--- config.mk ---
export PLATFORM = sky130hd
export DESIGN_NAME = roaster_temperature_controller_core
export DESIGN_NICKNAME = d
export VERILOG_FILES = /design/src/rtl/core/rtc_pkg.sv /design/src/rtl/core/rtc_cfg.sv /design/src/rtl/core/rtc_conv.sv /design/src/rtl/core/rtc_ctrl.sv /design/src/rtl/core/rtc_out.sv /design/src/rtl/core/roaster_temperature_controller_core.sv
export SDC_FILE = /design/constraint.sdc
export NUM_CORES = 1
export LEC_CHECK = 0
export BUFFER_PORTS_ARGS = -buffer_cell sky130_fd_sc_hd__buf_2
export CAP_MARGIN = 20
export CORE_AREA = 8 8 218 220
export CTS_CLUSTER_DIAMETER = 30
export DETAILED_ROUTE_END_ITERATION = 12
export DIE_AREA = 0 0 226 228
export PLACE_DENSITY = 0.81
export SLEW_MARGIN = 20
export SYNTH_ARGS = -nofsm -noshare
export SYNTH_HDL_FRONTEND = slang
export SYNTH_SLANG_ARGS = --single-unit
--- constraint.sdc ---
create_clock -name clk_i -period 10.6 [get_ports clk_i]
set_input_delay 1.06 -clock clk_i [delete_from_list [all_inputs] [get_ports clk_i]]
set_output_delay 1.06 -clock clk_i [all_outputs]
set_load 0.01 [all_outputs]
--- src/rtl/core/rtc_pkg.sv ---
// ----------------------------------------------------------------------------
// rtc_pkg
// Shared types, constants and helpers of the roaster temperature controller.
// ----------------------------------------------------------------------------
package rtc_pkg;

  // widths of the configuration port
  localparam int unsigned AddrWidth = 3;
  localparam int unsigned DataWidth = 32;

  // register byte addresses
  localparam logic [AddrWidth-1:0] AddrGain     = 3'd0;
  localparam logic [AddrWidth-1:0] AddrDuration = 3'd4;

  // register reset values
  localparam logic [7:0]  GainReset     = 8'd12;
  localparam logic [15:0] DurationReset = 16'd1200;

  // state reset values
  localparam logic [9:0] SetpointReset = 10'd450;
  localparam logic [9:0] FanReset      = 10'd50;
  localparam logic [7:0] DriveMin      = 8'd160;

  // arithmetic constants
  localparam logic [15:0] Div5Mult     = 16'd52429;  // ceil(2^18 / 5)
  localparam logic [15:0] TempOffset   = 16'd160;    // 320 / 2 after halving by 10 -> 5
  localparam logic [9:0]  DemandLimit  = 10'd1000;
  localparam logic [13:0] DriveScale   = 14'd10488;  // 4 * ceil(2^16 / 25)
  localparam logic [10:0] DrumOffset   = 11'd373;    // 746 / 2
  localparam logic [7:0]  FanFull      = 8'd160;

  // configuration registers
  typedef struct packed {
    logic [7:0]  gain;
    logic [15:0] duration;
  } cfg_t;

  // one accepted input word
  typedef struct packed {
    logic       mode;
    logic [7:0] tc_high;
    logic [7:0] tc_low;
    logic       control_due;
    logic       second_tick;
    logic       cooling_second;
    logic [7:0] cmd0;
    logic [7:0] cmd1;
    logic [7:0] cmd2;
    logic [7:0] cmd3;
  } in_item_t;

  // word after temperature conversion
  typedef struct packed {
    logic        mode;
    logic [12:0] temp;
    logic        control_due;
    logic        second_tick;
    logic        cooling_second;
    logic [7:0]  cmd0;
    logic [7:0]  cmd1;
    logic [7:0]  cmd2;
    logic [7:0]  cmd3;
  } conv_t;

  // word after the control state update
  typedef struct packed {
    logic [12:0] temp;
    logic        drive_upd;
    logic [9:0]  demand;
    logic        heater;
    logic        exhaust;
    logic        overtemp;
    logic [9:0]  fan;
    logic [9:0]  drum;
    logic        drum_on;
    logic        cooling;
    logic        finished;
    logic [15:0] elapsed;
    logic [15:0] crack;
  } snap_t;

  // result word
  typedef struct packed {
    logic [12:0] temp;
    logic        heater;
    logic        exhaust;
    logic        overtemp;
    logic [7:0]  fan_timer;
    logic [9:0]  drum_pwm;
    logic        drum_on;
    logic        cooling;
    logic        finished;
    logic [15:0] elapsed;
    logic [15:0] crack;
  } result_t;

  // exact x / 5 for any 16-bit x below 40960, where the quotient fits in 13 bits
  function automatic logic [12:0] div_by_5(input logic [15:0] x);
    logic [31:0] prod;
    prod = 32'(x) * 32'(Div5Mult);
    return prod[30:18];
  endfunction

endpackage

--- src/rtl/core/rtc_cfg.sv ---
// ----------------------------------------------------------------------------
// rtc_cfg
// APB-style register file holding the gain and the roast duration.
// ----------------------------------------------------------------------------
module rtc_cfg (
  input  logic                          clk_i,
  input  logic                          rst_ni,
  input  logic                          psel,
  input  logic                          penable,
  input  logic                          pwrite,
  input  logic [rtc_pkg::AddrWidth-1:0] paddr,
  input  logic [rtc_pkg::DataWidth-1:0] pwdata,
  output logic [rtc_pkg::DataWidth-1:0] prdata,
  output logic                          pready,
  output rtc_pkg::cfg_t                 cfg_o
);
  import rtc_pkg::*;

  logic [7:0]  gain_q;
  logic [15:0] duration_q;
  logic        wr_en;

  assign pready = 1'b1;
  assign wr_en  = psel & penable & pwrite & pready;

  // register writes, decoded on the word address bit
  always_ff @(posedge clk_i or negedge rst_ni) begin
    if (!rst_ni) begin
      gain_q     <= GainReset;
      duration_q <= DurationReset;
    end else if (wr_en) begin
      if (paddr[2] == AddrDuration[2]) begin
        duration_q <= pwdata[15:0];
      end else begin
        gain_q <= pwdata[7:0];
      end
    end
  end

  // read mux
  always_comb begin
    if (paddr[2] == AddrDuration[2]) begin
      prdata = {16'd0, duration_q};
    end else begin
      prdata = {24'd0, gain_q};
    end
  end

  assign cfg_o.gain     = gain_q;
  assign cfg_o.duration = duration_q;

endmodule

--- src/rtl/core/rtc_conv.sv ---
// ----------------------------------------------------------------------------
// rtc_conv
// Input register and thermocouple to Fahrenheit conversion stage.
// ----------------------------------------------------------------------------
module rtc_conv (
  input  logic              clk_i,
  input  logic              rst_ni,
  input  logic              valid_i,
  output logic              ready_o,
  input  rtc_pkg::in_item_t item_i,
  output logic              valid_o,
  input  logic              ready_i,
  output rtc_pkg::conv_t    conv_o
);
  import rtc_pkg::*;

  logic        in_valid_q;
  in_item_t    item_q;
  logic        conv_valid_q;
  conv_t       conv_q;
  logic        in_ready;
  logic        conv_ready;
  logic [11:0] celsius;
  logic [15:0] scaled;
  conv_t       conv_d;

  // bubble-collapsing handshake over the two registers
  assign conv_ready = ~conv_valid_q | ready_i;
  assign in_ready   = ~in_valid_q | conv_ready;
  assign ready_o    = in_ready;

  // F = (C*18 + 320) / 10 = (C*9 + 160) / 5
  assign celsius = {item_q.tc_high, item_q.tc_low[7:4]};
  assign scaled  = 16'({celsius, 3'b000}) + 16'(celsius) + TempOffset;

  always_comb begin
    conv_d.mode           = item_q.mode;
    conv_d.temp           = div_by_5(scaled);
    conv_d.control_due    = item_q.control_due;
    conv_d.second_tick    = item_q.second_tick;
    conv_d.cooling_second = item_q.cooling_second;
    conv_d.cmd0           = item_q.cmd0;
    conv_d.cmd1           = item_q.cmd1;
    conv_d.cmd2           = item_q.cmd2;
    conv_d.cmd3           = item_q.cmd3;
  end

  // valid bits
  always_ff @(posedge clk_i or negedge rst_ni) begin
    if (!rst_ni) begin
      in_valid_q   <= 1'b0;
      conv_valid_q <= 1'b0;
    end else begin
      if (in_ready) begin
        in_valid_q <= valid_i;
      end
      if (conv_ready) begin
        conv_valid_q <= in_valid_q;
      end
    end
  end

  // payload registers
  always_ff @(posedge clk_i) begin
    if (in_ready && valid_i) begin
      item_q <= item_i;
    end
    if (conv_ready && in_valid_q) begin
      conv_q <= conv_d;
    end
  end

  assign valid_o = conv_valid_q;
  assign conv_o  = conv_q;

endmodule

--- src/rtl/core/rtc_ctrl.sv ---
// ----------------------------------------------------------------------------
// rtc_ctrl
// Control state update: setpoint compare, demand, roast clock and commands.
// ----------------------------------------------------------------------------
module rtc_ctrl (
  input  logic           clk_i,
  input  logic           rst_ni,
  input  rtc_pkg::cfg_t  cfg_i,
  input  logic           valid_i,
  output logic           ready_o,
  input  rtc_pkg::conv_t conv_i,
  output logic           valid_o,
  input  logic           ready_i,
  output rtc_pkg::snap_t snap_o
);
  import rtc_pkg::*;

  typedef enum logic [3:0] {
    CmdNone,
    CmdCool,
    CmdZero,
    CmdCrack,
    CmdDrumOn,
    CmdDrumOff,
    CmdSetpoint,
    CmdFan,
    CmdDrum
  } cmd_e;

  // ascii codes
  localparam logic [7:0] ChX = 8'h58;
  localparam logic [7:0] ChC = 8'h43;
  localparam logic [7:0] ChO = 8'h4f;
  localparam logic [7:0] ChL = 8'h4c;
  localparam logic [7:0] ChZ = 8'h5a;
  localparam logic [7:0] ChE = 8'h45;
  localparam logic [7:0] ChR = 8'h52;
  localparam logic [7:0] ChF = 8'h46;
  localparam logic [7:0] ChN = 8'h4e;
  localparam logic [7:0] ChS = 8'h53;
  localparam logic [7:0] ChD = 8'h44;
  localparam logic [7:0] Ch0 = 8'h30;
  localparam logic [7:0] Ch9 = 8'h39;

  function automatic logic is_digit(input logic [7:0] b);
    return (b >= Ch0) && (b <= Ch9);
  endfunction

  // decimal value of up to three digits, stopping at the first non-digit
  function automatic logic [9:0] parse_digits(input logic [7:0] b1, input logic [7:0] b2,
                                              input logic [7:0] b3);
    logic [3:0] n1;
    logic [3:0] n2;
    logic [3:0] n3;
    logic [9:0] v;
    n1 = 4'(b1 - Ch0);
    n2 = 4'(b2 - Ch0);
    n3 = 4'(b3 - Ch0);
    if (!is_digit(b1)) begin
      v = 10'd0;
    end else if (!is_digit(b2)) begin
      v = 10'(n1);
    end else if (!is_digit(b3)) begin
      v = 10'(n1) * 10'd10 + 10'(n2);
    end else begin
      v = 10'(n1) * 10'd100 + 10'(n2) * 10'd10 + 10'(n3);
    end
    return v;
  endfunction

  logic [9:0]  setpoint_q, setpoint_d;
  logic [9:0]  fan_q, fan_d;
  logic [9:0]  drum_q, drum_d;
  logic        drum_on_q, drum_on_d;
  logic        cooling_q, cooling_d;
  logic        finished_q, finished_d;
  logic        overtemp_q, overtemp_d;
  logic        heater_q, heater_d;
  logic        exhaust_q, exhaust_d;
  logic [15:0] elapsed_q, elapsed_d;
  logic [15:0] crack_q, crack_d;
  logic        snap_valid_q;
  snap_t       snap_q;
  snap_t       snap_d;
  logic        fire;
  logic        drive_upd;
  cmd_e        cmd;
  logic [9:0]  digits;
  logic [9:0]  error;
  logic [17:0] product;
  logic [9:0]  demand;
  logic        above;
  logic        below;

  assign ready_o = ~snap_valid_q | ready_i;
  assign fire    = valid_i & ready_o;

  // command decode
  always_comb begin
    cmd = CmdNone;
    if (conv_i.cmd0 == ChX) begin
      if (conv_i.cmd1 == ChC && conv_i.cmd2 == ChO && conv_i.cmd3 == ChL) begin
        cmd = CmdCool;
      end else if (conv_i.cmd1 == ChZ && conv_i.cmd2 == ChE && conv_i.cmd3 == ChR) begin
        cmd = CmdZero;
      end else if (conv_i.cmd1 == ChF && conv_i.cmd2 == ChC && conv_i.cmd3 == ChZ) begin
        cmd = CmdCrack;
      end else if (conv_i.cmd1 == ChR && conv_i.cmd2 == ChO && conv_i.cmd3 == ChN) begin
        cmd = CmdDrumOn;
      end else if (conv_i.cmd1 == ChR && conv_i.cmd2 == ChO && conv_i.cmd3 == ChF) begin
        cmd = CmdDrumOff;
      end
    end else if (conv_i.cmd0 == ChS) begin
      cmd = CmdSetpoint;
    end else if (conv_i.cmd0 == ChF) begin
      cmd = CmdFan;
    end else if (conv_i.cmd0 == ChD) begin
      cmd = CmdDrum;
    end
  end

  assign digits = parse_digits(conv_i.cmd1, conv_i.cmd2, conv_i.cmd3);

  // setpoint compare and clamped proportional demand
  assign above   = conv_i.temp > 13'(setpoint_q);
  assign below   = conv_i.temp < 13'(setpoint_q);
  assign error   = setpoint_q - conv_i.temp[9:0];
  assign product = 18'(error) * 18'(cfg_i.gain);
  assign demand  = (product > 18'(DemandLimit)) ? DemandLimit : product[9:0];

  // next state
  always_comb begin
    setpoint_d = setpoint_q;
    fan_d      = fan_q;
    drum_d     = drum_q;
    drum_on_d  = drum_on_q;
    cooling_d  = cooling_q;
    finished_d = finished_q;
    overtemp_d = overtemp_q;
    heater_d   = heater_q;
    exhaust_d  = exhaust_q;
    elapsed_d  = elapsed_q;
    crack_d    = crack_q;
    drive_upd  = 1'b0;
    if (conv_i.mode) begin
      unique case (cmd)
        CmdCool:     cooling_d  = 1'b1;
        CmdZero:     elapsed_d  = 16'd0;
        CmdCrack: begin
          crack_d   = elapsed_q;
          elapsed_d = 16'd0;
        end
        CmdDrumOn:   drum_on_d  = 1'b1;
        CmdDrumOff:  drum_on_d  = 1'b0;
        CmdSetpoint: setpoint_d = digits;
        CmdFan:      fan_d      = digits;
        CmdDrum:     drum_d     = digits;
        default: ;
      endcase
    end else begin
      if (conv_i.second_tick) begin
        elapsed_d = elapsed_q + 16'd1;
      end
      if (above) begin
        overtemp_d = 1'b1;
        heater_d   = 1'b0;
        exhaust_d  = 1'b1;
      end else if (below) begin
        exhaust_d  = 1'b0;
        overtemp_d = 1'b0;
        drive_upd  = conv_i.control_due;
      end
      if (elapsed_d == cfg_i.duration) begin
        heater_d = 1'b1;
      end
      if (cooling_q && conv_i.cooling_second) begin
        heater_d   = 1'b1;
        finished_d = 1'b1;
      end
    end
  end

  // snapshot handed to the output stage
  always_comb begin
    snap_d.temp      = conv_i.mode ? 13'd0 : conv_i.temp;
    snap_d.drive_upd = drive_upd;
    snap_d.demand    = demand;
    snap_d.heater    = heater_d;
    snap_d.exhaust   = exhaust_d;
    snap_d.overtemp  = overtemp_d;
    snap_d.fan       = fan_d;
    snap_d.drum      = drum_d;
    snap_d.drum_on   = drum_on_d;
    snap_d.cooling   = cooling_d;
    snap_d.finished  = finished_d;
    snap_d.elapsed   = elapsed_d;
    snap_d.crack     = crack_d;
  end

  // control state
  always_ff @(posedge clk_i or negedge rst_ni) begin
    if (!rst_ni) begin
      setpoint_q   <= SetpointReset;
      fan_q        <= FanReset;
      drum_q       <= 10'd0;
      drum_on_q    <= 1'b0;
      cooling_q    <= 1'b0;
      finished_q   <= 1'b0;
      overtemp_q   <= 1'b0;
      heater_q     <= 1'b0;
      exhaust_q    <= 1'b0;
      elapsed_q    <= 16'd0;
      crack_q      <= 16'd0;
      snap_valid_q <= 1'b0;
    end else begin
      if (fire) begin
        setpoint_q <= setpoint_d;
        fan_q      <= fan_d;
        drum_q     <= drum_d;
        drum_on_q  <= drum_on_d;
        cooling_q  <= cooling_d;
        finished_q <= finished_d;
        overtemp_q <= overtemp_d;
        heater_q   <= heater_d;
        exhaust_q  <= exhaust_d;
        elapsed_q  <= elapsed_d;
        crack_q    <= crack_d;
      end
      if (ready_o) begin
        snap_valid_q <= valid_i;
      end
    end
  end

  always_ff @(posedge clk_i) begin
    if (fire) begin
      snap_q <= snap_d;
    end
  end

  assign valid_o = snap_valid_q;
  assign snap_o  = snap_q;

endmodule

--- src/rtl/core/rtc_out.sv ---
// ----------------------------------------------------------------------------
// rtc_out
// Heater drive mapping, fan and drum scaling, and the result register.
// ----------------------------------------------------------------------------
module rtc_out (
  input  logic             clk_i,
  input  logic             rst_ni,
  input  logic             valid_i,
  output logic             ready_o,
  input  rtc_pkg::snap_t   snap_i,
  output logic             valid_o,
  input  logic             ready_i,
  output logic [7:0]       drive_o,
  output rtc_pkg::result_t result_o
);
  import rtc_pkg::*;

  logic        out_valid_q;
  logic [7:0]  drive_q, drive_d;
  result_t     result_q;
  result_t     result_d;
  logic        fire;
  logic [23:0] drive_prod;
  logic [10:0] drum_sum;
  logic [12:0] drum_quot;

  assign ready_o = ~out_valid_q | ready_i;
  assign fire    = valid_i & ready_o;

  // drive = 160 - (demand * 16) / 100, exact for demand up to 1000
  assign drive_prod = 24'(snap_i.demand) * 24'(DriveScale);
  assign drive_d    = snap_i.drive_upd ? (DriveMin - drive_prod[23:16]) : drive_q;

  // drum duty = (speed * 2 + 746) / 10 = (speed + 373) / 5
  assign drum_sum  = 11'(snap_i.drum) + DrumOffset;
  assign drum_quot = div_by_5(16'(drum_sum));

  always_comb begin
    result_d.temp      = snap_i.temp;
    result_d.heater    = snap_i.heater;
    result_d.exhaust   = snap_i.exhaust;
    result_d.overtemp  = snap_i.overtemp;
    result_d.fan_timer = (snap_i.fan > 10'(FanFull)) ? 8'd0 : 8'(10'(FanFull) - snap_i.fan);
    result_d.drum_pwm  = drum_quot[9:0];
    result_d.drum_on   = snap_i.drum_on;
    result_d.cooling   = snap_i.cooling;
    result_d.finished  = snap_i.finished;
    result_d.elapsed   = snap_i.elapsed;
    result_d.crack     = snap_i.crack;
  end

  // drive state and result valid
  always_ff @(posedge clk_i or negedge rst_ni) begin
    if (!rst_ni) begin
      drive_q     <= DriveMin;
      out_valid_q <= 1'b0;
    end else begin
      if (fire) begin
        drive_q <= drive_d;
      end
      if (ready_o) begin
        out_valid_q <= valid_i;
      end
    end
  end

  always_ff @(posedge clk_i) begin
    if (fire) begin
      result_q <= result_d;
    end
  end

  assign valid_o  = out_valid_q;
  assign drive_o  = drive_q;
  assign result_o = result_q;

endmodule

--- src/rtl/core/roaster_temperature_controller_core.sv ---
// ----------------------------------------------------------------------------
// roaster_temperature_controller_core
// Roaster heater, exhaust, drum and roast clock controller.
// ----------------------------------------------------------------------------
// Takes one word per cycle while in_ready_o is high and returns one result
// word per input word, in order. The pipeline has four registers: input,
// converted temperature, control state update and result; each stage holds
// its word only while the next one is full, so stalls on the output side are
// absorbed one word per stage. All control state (setpoint, flags, roast
// clock, drive value) is updated once per word, so consecutive words see
// each other's effects exactly.
// No memories and no start-up pass: words are accepted from the first cycle
// after reset. Gain and roast duration are written over the APB port at byte
// addresses 0 and 4 and must only be changed while no word is in flight.
module roaster_temperature_controller_core (
  input  logic                          clk_i,
  input  logic                          rst_ni,
  // input channel
  input  logic                          in_valid_i,
  output logic                          in_ready_o,
  input  logic                          mode_i,
  input  logic [7:0]                    tc_high_i,
  input  logic [7:0]                    tc_low_i,
  input  logic                          control_due_i,
  input  logic                          second_tick_i,
  input  logic                          cooling_second_i,
  input  logic [7:0]                    cmd_byte0_i,
  input  logic [7:0]                    cmd_byte1_i,
  input  logic [7:0]                    cmd_byte2_i,
  input  logic [7:0]                    cmd_byte3_i,
  // result channel
  output logic                          out_valid_o,
  input  logic                          out_ready_i,
  output logic [12:0]                   temp_fahrenheit_o,
  output logic [7:0]                    heater_drive_o,
  output logic                          heater_pin_o,
  output logic                          exhaust_fan_o,
  output logic                          overtemp_o,
  output logic [7:0]                    fan_timer_o,
  output logic [9:0]                    drum_pwm_o,
  output logic                          drum_enable_o,
  output logic                          cooling_mode_o,
  output logic                          roast_finished_o,
  output logic [15:0]                   elapsed_seconds_o,
  output logic [15:0]                   first_crack_seconds_o,
  // configuration port
  input  logic                          psel,
  input  logic                          penable,
  input  logic                          pwrite,
  input  logic [rtc_pkg::AddrWidth-1:0] paddr,
  input  logic [rtc_pkg::DataWidth-1:0] pwdata,
  output logic [rtc_pkg::DataWidth-1:0] prdata,
  output logic                          pready
);
  import rtc_pkg::*;

  cfg_t     cfg;
  in_item_t item;
  conv_t    conv;
  snap_t    snap;
  result_t  result;
  logic     conv_valid;
  logic     conv_ready;
  logic     snap_valid;
  logic     snap_ready;

  // configuration registers
  rtc_cfg u_cfg (
    .clk_i   (clk_i),
    .rst_ni  (rst_ni),
    .psel    (psel),
    .penable (penable),
    .pwrite  (pwrite),
    .paddr   (paddr),
    .pwdata  (pwdata),
    .prdata  (prdata),
    .pready  (pready),
    .cfg_o   (cfg)
  );

  // input word
  always_comb begin
    item.mode           = mode_i;
    item.tc_high        = tc_high_i;
    item.tc_low         = tc_low_i;
    item.control_due    = control_due_i;
    item.second_tick    = second_tick_i;
    item.cooling_second = cooling_second_i;
    item.cmd0           = cmd_byte0_i;
    item.cmd1           = cmd_byte1_i;
    item.cmd2           = cmd_byte2_i;
    item.cmd3           = cmd_byte3_i;
  end

  // temperature conversion
  rtc_conv u_conv (
    .clk_i   (clk_i),
    .rst_ni  (rst_ni),
    .valid_i (in_valid_i),
    .ready_o (in_ready_o),
    .item_i  (item),
    .valid_o (conv_valid),
    .ready_i (conv_ready),
    .conv_o  (conv)
  );

  // control state
  rtc_ctrl u_ctrl (
    .clk_i   (clk_i),
    .rst_ni  (rst_ni),
    .cfg_i   (cfg),
    .valid_i (conv_valid),
    .ready_o (conv_ready),
    .conv_i  (conv),
    .valid_o (snap_valid),
    .ready_i (snap_ready),
    .snap_o  (snap)
  );

  // drive mapping and result register
  rtc_out u_out (
    .clk_i    (clk_i),
    .rst_ni   (rst_ni),
    .valid_i  (snap_valid),
    .ready_o  (snap_ready),
    .snap_i   (snap),
    .valid_o  (out_valid_o),
    .ready_i  (out_ready_i),
    .drive_o  (heater_drive_o),
    .result_o (result)
  );

  assign temp_fahrenheit_o     = result.temp;
  assign heater_pin_o          = result.heater;
  assign exhaust_fan_o         = result.exhaust;
  assign overtemp_o            = result.overtemp;
  assign fan_timer_o           = result.fan_timer;
  assign drum_pwm_o            = result.drum_pwm;
  assign drum_enable_o         = result.drum_on;
  assign cooling_mode_o        = result.cooling;
  assign roast_finished_o      = result.finished;
  assign elapsed_seconds_o     = result.elapsed;
  assign first_crack_seconds_o = result.crack;

endmodule

==> results of run 1 <==
[state kept, by name, indices dropped and copies added, names as in the netlist, 8 cells and up]
| register | cells |
|---|---|
| u_ctrl.snap_o | 82 |
| u_ctrl.setpoint_q | 10 |
| u_out.result_o | 68 |
| u_cfg.gain_q | 8 |
| u_ctrl.crack_q | 16 |
| u_ctrl.fan_q | 10 |
| u_out.drive_o | 8 |
| u_conv.celsius | 12 |
| u_ctrl.elapsed_q | 16 |
| u_cfg.duration_q | 16 |
| u_ctrl.drum_q | 10 |
| u_conv.conv_d | 36 |
| u_conv.conv_o | 49 |
[synth_stat cells (16+ instances only)]
library cell               number  area, sq um
sky130_fd_sc_hd__nand2_1      108          405
sky130_fd_sc_hd__nand4_1       19          119
sky130_fd_sc_hd__nor2_1        96          360
sky130_fd_sc_hd__mux2i_1       16          160
sky130_fd_sc_hd__and2_1        67          419
sky130_fd_sc_hd__nor3_1        20          100
sky130_fd_sc_hd__fa_1         197         3940
sky130_fd_sc_hd__xnor2_1       78          683
sky130_fd_sc_hd__nor2b_1       31          194
sky130_fd_sc_hd__mux2_2       108         1220
sky130_fd_sc_hd__ha_1         384         4800
sky130_fd_sc_hd__clkbuf_1      36          135
sky130_fd_sc_hd__o21ai_0       61          305
sky130_fd_sc_hd__buf_4         18          135
sky130_fd_sc_hd__xor2_1        44          385
sky130_fd_sc_hd__nand3_1       42          210
sky130_fd_sc_hd__a21oi_1       70          350
sky130_fd_sc_hd__inv_1        412         1550
sky130_fd_sc_hd__edfxtp_1     247         7420
sky130_fd_sc_hd__dfrtp_1       89         2230
sky130_fd_sc_hd__a21o_1        21          158
[metrics by stage]
| stage | hold slack [ps] | cells |
|---|---|---|
| final | 407 | 3204 |
| after CTS | 386 | 3203 |
| after global routing | 407 | 3204 |
| after global placement | 402 | 3079 |
| after floorplan | 400 | 2371 |
| after detailed placement | 405 | 3079 |
[routing by layer]
layer | GRT usage (%) | up-vias
li1 | - | 8342
met1 | 28.4 | 8769
met2 | 41.3 | 600
met3 | 4.30 | 159
met4 | 9.22 | 0
met5 | 0 | -
[logic make-up after synthesis]
family                   count (synthesis)  synth area share (%)
other                                    2                0.0278
flip-flops                             351                  37.1
XOR/XNOR                               122                  3.95
AO/OA/AOI/OAI                          244                  5.86
adder cells (fa/ha/maj)                581                  32.4
multiplexers                           125                  5.13
buffers and inverters                  470                  6.79
AND/OR/NAND/NOR                        460                  8.77
[worst register-to-register path, delay by kind of cell (launching register included)]
family	cells	cell delay, ps
fa+ha+maj	10	4000
compound gates	10	2340
simple gates	5	740
xor+xnor	2	690
flops	1	510
buf+inv	3	160
[final cells by class]
class	instances	area share [%]
Multi-Input combinational cell	1550	49.2
Timing Repair Buffer	175	2.98
Tap cell	592	2.39
Clock buffer	83	6.06
Sequential cell	351	32.4
Clock inverter	41	1.89
Inverter	412	5.00
[final timing paths]
path	to	startpoint	cells after the start	slack (ps)
worst max-delay path	u_conv.conv_o[45]$_DFFE_PP_	u_conv.celsius[1]$_DFFE_PP_	30	1900
worst min-delay path	u_cfg.duration_q[15]$_DFFE_PN0P_	rst_ni	1	410
worst max register to register	u_conv.conv_o[45]$_DFFE_PP_	u_conv.celsius[1]$_DFFE_PP_	30	1900
worst min register to register	u_out.result_o[7]$_DFFE_PP_	u_ctrl.snap_o[7]$_DFFE_PP_	0	410
max in group asynchronous	u_ctrl.fan_q[1]$_DFFE_PN1P_	rst_ni	3	9050
min in group clk_i	u_out.result_o[7]$_DFFE_PP_	u_ctrl.snap_o[7]$_DFFE_PP_	0	410
==> results.txt, run 1 <==
----------------------------------------------------
[Place]
  Final GP Congestion ... 0.908
  Placed inst area ... 28500 sq um
  Post-DP HPWL ... 45100 um
  Worst-case setup slack after placement ... 2000 ps
  Count of port buffers added during placement ... 165

[Floorplan]
  Core box area ... 43800 sq um
  Die outline height ... 228 um
  Die ar. ... 51500 sq um
  Number of core rows ... 77
  Die boundary width ... 226 um
  Initial cell density of the core ... 61.7%
  Io pins ... 206

[Finish]
  Area grow syn2layout ... 14.5%
  Antenna fix cells ... 0
  Final-stage net count ... 3233
  Most common cell after layout, fill and taps aside ... sky130_fd_sc_hd__inv_1
  Final-layout fill cell count ... 2970
  Post-layout utilization of the core ... 70.6%
  Non-Filler Cell Area, Final ... 31000 sq um
  Commonest cells after routing, fill and taps aside ... 411 x sky130_fd_sc_hd__inv_1, 384 x sky130_fd_sc_hd__ha_1, 247 x sky130_fd_sc_hd__edfxtp_1
  Sequential cell area ... 10000 sq um
  Fraction of final layout cells with drive strength greater than 1 ... 16.7%
  Total area of multi-input combinational cells ... 15200 sq um

[Timing]
  Crit path time final ... 8700 ps
  Worst setup margin ... 1900 ps
  Total of endpoints with negative setup slack in the final report ... 0
  Transition time at the pin with the least slew margin ... 1070 ps
  Final period utilization ... 82.1%
  Worst setup skew after layout ... 14.9 ps
  Maximum clock rate ... 0.115 GHz
  Number of max-slew violations in the final report ... 0
  Slew headroom ... 28.3%
  Number of failing hold endpoints at the final stage ... 0
  Setup repair after global routing missed its margin ... no
  Setup Total Neg Slack ... 0 ps

[Setup path]
  Startpoint types ... flop
  Type of destination of the critical path ... flop
  Path type of the worst setup path ... reg -> reg
  Cell with the largest stage delay on the worst path ... sky130_fd_sc_hd__xnor2_1
  Worst endpoint required time ... 10910 ps
  Slowest cell delay on critical path ... 560 ps
  Largest delay contributor family on the critical path ... adder cells
  Top fanout value on the critical path ... 5
  Number of buffer and inverter instances along the worst setup path ... 3
  Worst path arrival time ... 9010 ps

[Global routing]
  Final global-route overflow total ... 0
  Initial antenna violation count ... 1
  Wire length of the first global-routing pass ... 97700 um
  Maximum number of pins on one net before global-route repair ... 77
  GR Util All Layers ... 23.5%
  Number of global-route vias before repair ... 19.6k

[CTS]
  Maximum root-to-sink buffer count ... 3
  Clock slew at the register clock pins of the worst setup and hold paths ... 50 ps
  H-Tree Level Count ... 3
  Number of buffers created by CTS ... 68
  TritonCTS clock tree ... done
  Cell at the root of the clock tree ... sky130_fd_sc_hd__clkbuf_16
  Clock insertion delay at the later pin of the skew report ... 580 ps
  Cells resized by post-CTS repair ... 0
  Number of clock sinks ... 351
  Hold-fix buffers at CTS ... 0
  Post-CTS setup buffer count ... 0

[Logic synthesis]
  Number of enable-type register cells in the synthesized netlist ... 247
  Share of synthesized registers carrying an async set or reset ... 29.6%
  Average footprint of a synthesized cell ... 11.5 sq um
  Count of mapped cells out of synthesis ... 2355
  Number of flip-flops and latches in the synthesized netlist ... 351
  Number of distinct library cells after synthesis ... 73
  YS warnings ... 0
  Total standard cell area after synthesis ... 27000 sq um
  Dominant register cell in the synthesized netlist ... sky130_fd_sc_hd__edfxtp_1
  Proportion of synthesized chip area in sequential cells ... 37.1%

[Route]
  Count of routing violations after the opening detailed-route iteration ... 1126
  Pre-Repair DR Iteration Count ... 5
  Number of nets with antenna violations after routing ... 0
  Top Layer Used ... met4
  Total met3 wirelength after detailed routing ... 3540 um
  Total vias in the final route ... 17.9k
  Post-route DRC violation count ... 0
  Met1 Wirelength ... 24300 um
  Aggregate routed wire length ... 60000 um
  Detail-routed net length per standard cell ... 18.7 um
  Met2 WL post-DR ... 30000 um
  Vias per cell ... 5.58

[Run]
  Max-cap violations ... 0

[Run status]
  Status ... finished clean

[Worst hold path]
  Class of the worst hold path ... in -> async

----------------------------------------------------
Power of run 1 is not shown: default switching activity piles up to over one toggle a cycle in this logic, so the estimate is an artifact.
==> run 2: changes to the inputs <==
Settings changed: CORE_AREA 8 8 218 220 to 8 8 229 231, DIE_AREA 0 0 226 228 to 0 0 237 239, PLACE_DENSITY 0.81 to 0.78.
Clock period 10.6 ns to 7.6 ns, I/O delays scaled along.
==> results.txt, run 2 (synthesis gave the netlist of run 1 again) <==
----------------------------------------------------
[Run status]
  Status ... finished clean

[CTS]
  Clock slew at the register clock pins of the worst setup and hold paths ... 60 ps
  Cell at the root of the clock tree ... sky130_fd_sc_hd__clkbuf_16
  Hold-fix buffers at CTS ... 0
  TritonCTS clock tree ... done
  Clock insertion delay at the later pin of the skew report ... 610 ps
  H-Tree Level Count ... 2
  Number of clock sinks ... 351
  Number of buffers created by CTS ... 60
  Maximum root-to-sink buffer count ... 3

[Finish]
  Fraction of final layout cells with drive strength greater than 1 ... 18.3%
  Commonest cells after routing, fill and taps aside ... 411 x sky130_fd_sc_hd__inv_1, 383 x sky130_fd_sc_hd__ha_1, 247 x sky130_fd_sc_hd__edfxtp_1
  Post-layout utilization of the core ... 63.8%
  Area grow syn2layout ... 14.6%
  Number of flip-flops under the largest register name ... 82
  Final-stage net count ... 3253
  Most common cell after layout, fill and taps aside ... sky130_fd_sc_hd__inv_1

[Timing]
  Worst setup margin ... 384 ps
  Slew headroom ... 37.1%
  Total of endpoints with negative setup slack in the final report ... 0
  Number of max-slew violations in the final report ... 0
  Worst setup skew after layout ... 16.7 ps
  Final hold slack ... 144 ps
  Transition time at the pin with the least slew margin ... 940 ps
  Crit path time final ... 7220 ps
  Final period utilization ... 94.9%
  Number of failing hold endpoints at the final stage ... 0
  Setup Total Neg Slack ... 0 ps
  Maximum clock rate ... 0.139 GHz

[Setup path]
  Worst-case reg-to-reg path depth ... 34
  Worst setup slack for register-to-register paths ... 380 ps
  Worst endpoint required time ... 7940 ps
  Startpoint types ... flop
  Slowest cell delay on critical path ... 540 ps
  Launching point of the worst reg2reg path ... u_conv.celsius[5]$_DFFE_PP_
  Type of destination of the critical path ... flop
  Top fanout value on the critical path ... 5
  Most numerous cell on the critical path ... sky130_fd_sc_hd__inv_1
  Path type of the worst setup path ... reg -> reg
  Endpoint of the worst register-to-register path ... u_conv.conv_o[46]$_DFFE_PP_
  Cell with the largest stage delay on the worst path ... sky130_fd_sc_hd__fa_1
  Worst path arrival time ... 7550 ps

[Route]
  Total vias in the final route ... 17.8k
  Post-route DRC violation count ... 0
  Vias per cell ... 5.49
  Aggregate routed wire length ... 59000 um
  Met1 Wirelength ... 24900 um
  Pre-Repair DR Iteration Count ... 6
  Top Layer Used ... met5
  Total met3 wirelength after detailed routing ... 3340 um
  Detail-routed net length per standard cell ... 18.1 um
  Count of routing violations after the opening detailed-route iteration ... 1094
  Number of nets with antenna violations after routing ... 0
  Met2 WL post-DR ... 29100 um

[Floorplan]
  Number of core rows ... 81
  Die ar. ... 56600 sq um
  Die boundary width ... 237 um
  Die outline height ... 239 um
  Initial cell density of the core ... 55.7%
  Io pins ... 206
  Core box area ... 48500 sq um

[Global routing]
  Number of global-route vias before repair ... 19.0k
  Maximum number of pins on one net before global-route repair ... 63
  Wire length of the first global-routing pass ... 95600 um
  Initial antenna violation count ... 3
  GR Util All Layers ... 20.7%
  Final global-route overflow total ... 0

[Place]
  Count of port buffers added during placement ... 165
  Final GP Congestion ... 0.900
  Post-DP HPWL ... 45800 um
  Worst-case setup slack after placement ... -75.0 ps

[Run]
  Max-cap violations ... 0

[Worst hold path]
  Class of the worst hold path ... in -> async

----------------------------------------------------
-- run 2: worst max-delay path, delay by kind of cell (launching register included) --
| family | cells | cell delay, ps |
|---|---|---|
| buffers and inverters | 7 | 470 |
| AND/OR/NAND/NOR | 3 | 380 |
| AO/OA/AOI/OAI | 13 | 1950 |
| XOR/XNOR | 2 | 300 |
| adder cells (fa/ha/maj) | 9 | 3470 |
| flip-flops | 1 | 360 |
-- run 2: worst max-delay path by stage --
stage | start | to | slack (ps) | cells after the start
after floorplan | u_conv.celsius[1]$_DFFE_PP_ | u_conv.conv_o[45]$_DFFE_PP_ | 200 | 30
after global placement | u_conv.celsius[1]$_DFFE_PP_ | u_conv.conv_o[47]$_DFFE_PP_ | 160 | 34
after detailed placement | u_conv.celsius[1]$_DFFE_PP_ | u_conv.conv_o[39]$_DFFE_PP_ | -80 | 34
after CTS | u_conv.celsius[3]$_DFFE_PP_ | u_conv.conv_o[39]$_DFFE_PP_ | 30 | 31
after global routing | u_conv.celsius[5]$_DFFE_PP_ | u_conv.conv_o[46]$_DFFE_PP_ | -80 | 34
final | u_conv.celsius[5]$_DFFE_PP_ | u_conv.conv_o[46]$_DFFE_PP_ | 380 | 34
-- run 2: layout make-up --
type,instances,area [sq um]
clock buffers,66,1590
multi-input cells,1550,15300
flip-flops and latches,351,10000
inverters,412,1550
diodes,1,2.50
fillers,3635,17600
repair buffers,203,1110
clock inverters,48,588
well taps,622,778
-- run 2: routing by layer --
metal  global-route usage, %  up-vias
met5                       0        -
li1                        -     8374
met1                    26.1     8771
met2                    36.0      566
met4                    6.78        4
met3                    3.41      129
-- run 2: through the flow --
step                area, sq um  std cells
global placement          28700       3130
detailed placement        28700       3130
CTS                       30800       3244
global route              31000       3252
finish                    31000       3253
floorplan                 27100       2371
-- run 2: timing repair --
item                                    CTS  global route
endpoints found under the setup margin    7            21
pin swaps                                 0             9
resized for setup                         2            27
setup buffers                             0             8
Power of run 2 is left out for the same reason.
==> run 3: changes to the inputs <==
Settings changed: CTS_BUF_LIST set to sky130_fd_sc_hd__clkbuf_16, MAX_ROUTING_LAYER set to met4.
==> results.txt, run 3 (synthesis gave the netlist of run 1 again) <==
----------------------------------------------------
[CTS]
  Cell at the root of the clock tree ... sky130_fd_sc_hd__clkbuf_16
  Maximum root-to-sink buffer count ... 3
  Hold-fix buffers at CTS ... 0
  Clock insertion delay at the later pin of the skew report ... 610 ps
  H-Tree Level Count ... 2
  Clock slew at the register clock pins of the worst setup and hold paths ... 50 ps
  TritonCTS clock tree ... done
  Number of buffers created by CTS ... 61
  Number of clock sinks ... 351

[Global routing]
  Wire length of the first global-routing pass ... 94000 um
  Maximum number of pins on one net before global-route repair ... 68
  GR Util All Layers ... 20.9%
  Initial antenna violation count ... 1
  Number of global-route vias before repair ... 18.7k
  Final global-route overflow total ... 0

[Place]
  Count of port buffers added during placement ... 165
  Post-DP HPWL ... 45100 um
  Final GP Congestion ... 0.927

[Floorplan]
  Core box area ... 48500 sq um
  Die outline height ... 239 um
  Number of core rows ... 81
  Initial cell density of the core ... 55.7%
  Die ar. ... 56600 sq um
  Io pins ... 206
  Die boundary width ... 237 um

[Setup path]
  Type of destination of the critical path ... flop
  Number of buffer and inverter instances along the worst setup path ... 8
  Slowest cell delay on critical path ... 570 ps
  Top fanout value on the critical path ... 5
  Largest delay contributor family on the critical path ... adder cells
  Cell with the largest stage delay on the worst path ... sky130_fd_sc_hd__fa_1
  Startpoint types ... flop
  Worst path arrival time ... 7600 ps
  Path type of the worst setup path ... reg -> reg
  Worst setup slack for register-to-register paths ... 340 ps
  Worst endpoint required time ... 7930 ps

[Timing]
  Number of failing hold endpoints at the final stage ... 0
  Crit path time final ... 7260 ps
  Transition time at the pin with the least slew margin ... 961 ps
  Worst setup skew after layout ... 25.9 ps
  Final period utilization ... 95.6%
  Total of endpoints with negative setup slack in the final report ... 0
  Number of max-slew violations in the final report ... 0
  Maximum clock rate ... 0.138 GHz
  Slew headroom ... 35.8%
  Final hold slack ... 127 ps

[Finish]
  Area grow syn2layout ... 14.2%
  Commonest cells after routing, fill and taps aside ... 415 x sky130_fd_sc_hd__inv_1, 381 x sky130_fd_sc_hd__ha_1, 247 x sky130_fd_sc_hd__edfxtp_1
  Post-layout utilization of the core ... 63.6%
  Most common cell after layout, fill and taps aside ... sky130_fd_sc_hd__inv_1
  Antenna fix cells ... 0
  Final-stage net count ... 3255
  Fraction of final layout cells with drive strength greater than 1 ... 17.9%
  Number of flip-flops under the largest register name ... 82

[Route]
  Number of nets with antenna violations after routing ... 0
  Detail-routed net length per standard cell ... 17.6 um
  Pre-Repair DR Iteration Count ... 5
  Total vias in the final route ... 17.6k
  Count of routing violations after the opening detailed-route iteration ... 970
  Post-route DRC violation count ... 0
  Aggregate routed wire length ... 57300 um
  Vias per cell ... 5.41

[Run]
  Max-cap violations ... 0

[Worst hold path]
  Class of the worst hold path ... in -> async

[Run status]
  Status ... finished clean

----------------------------------------------------
==> run 3: final timing paths <==
| check | from | end | cells after the start |
|---|---|---|---|
| max | u_conv.celsius[4]$_DFFE_PP_ | u_conv.conv_o[44]$_DFFE_PP_ | 34 |
| min | rst_ni | u_cfg.duration_q[9]$_DFFE_PN0P_ | 1 |
| max reg2reg | u_conv.celsius[4]$_DFFE_PP_ | u_conv.conv_o[44]$_DFFE_PP_ | 34 |
| min reg2reg | u_ctrl.snap_o[73]$_SDFFCE_PP0P_ | u_out.result_o[60]$_DFFE_PP_ | 0 |
| max in group asynchronous | rst_ni | u_ctrl.cooling_q$_DFFE_PN0P_ | 2 |
| min in group clk_i | cmd_byte0_i[7] | u_conv.conv_d[31]$_DFFE_PP_ | 1 |
==> run 3: worst register-to-register path, delay by kind of cell, from the launching register on <==
| family | cells | cell delay [ps] |
|---|---|---|
| buffers and inverters | 8 | 710 |
| adders and majority gates | 10 | 3800 |
| and+or+nand+nor | 4 | 410 |
| xor gates and xnor gates | 1 | 140 |
| DFF | 1 | 390 |
| AOI/OAI and AO/OA | 11 | 1560 |
==> run 3: metal layers <==
layer | GRT usage [%] | up-vias | share of wire (%)
met2 | 35.1 | 453 | 49
met1 | 26.3 | 8662 | 44
li1 | - | 8388 | -
met4 | 5.79 | 0 | 2.2
met3 | 2.99 | 93 | 4.7
met5 | - | - | 0
==> run 3: final cells by class <==
cell class | count | area [sq um]
timing repair buffer | 204 | 1120
clock buffer | 65 | 1630
fill | 3624 | 17700
sequential | 351 | 10000
tap | 622 | 778
clock inverter | 49 | 464
multi-input combinational | 1550 | 15300
inverter | 412 | 1550
==> run 3: timing repair <==
item	CTS	global route
gates resized for setup	1	23
buffers inserted	0	5
endpoints found under the setup margin	6	21
pin swaps	0	13
==> run 3: stage by stage <==
step | area [sq um] | setup slack (ps) | TNS [ps] | instances
after floorplan | 27100 | 198 | 0 | 2371
after global placement | 28700 | 154 | 0 | 3134
after detailed placement | 28700 | -26.4 | -50.9 | 3134
after CTS | 30800 | 19.3 | 0 | 3248
after global routing | 30900 | -26.4 | -58.0 | 3253
final | 30900 | 336 | 0 | 3253
Power of run 3 is left out for the same reason.
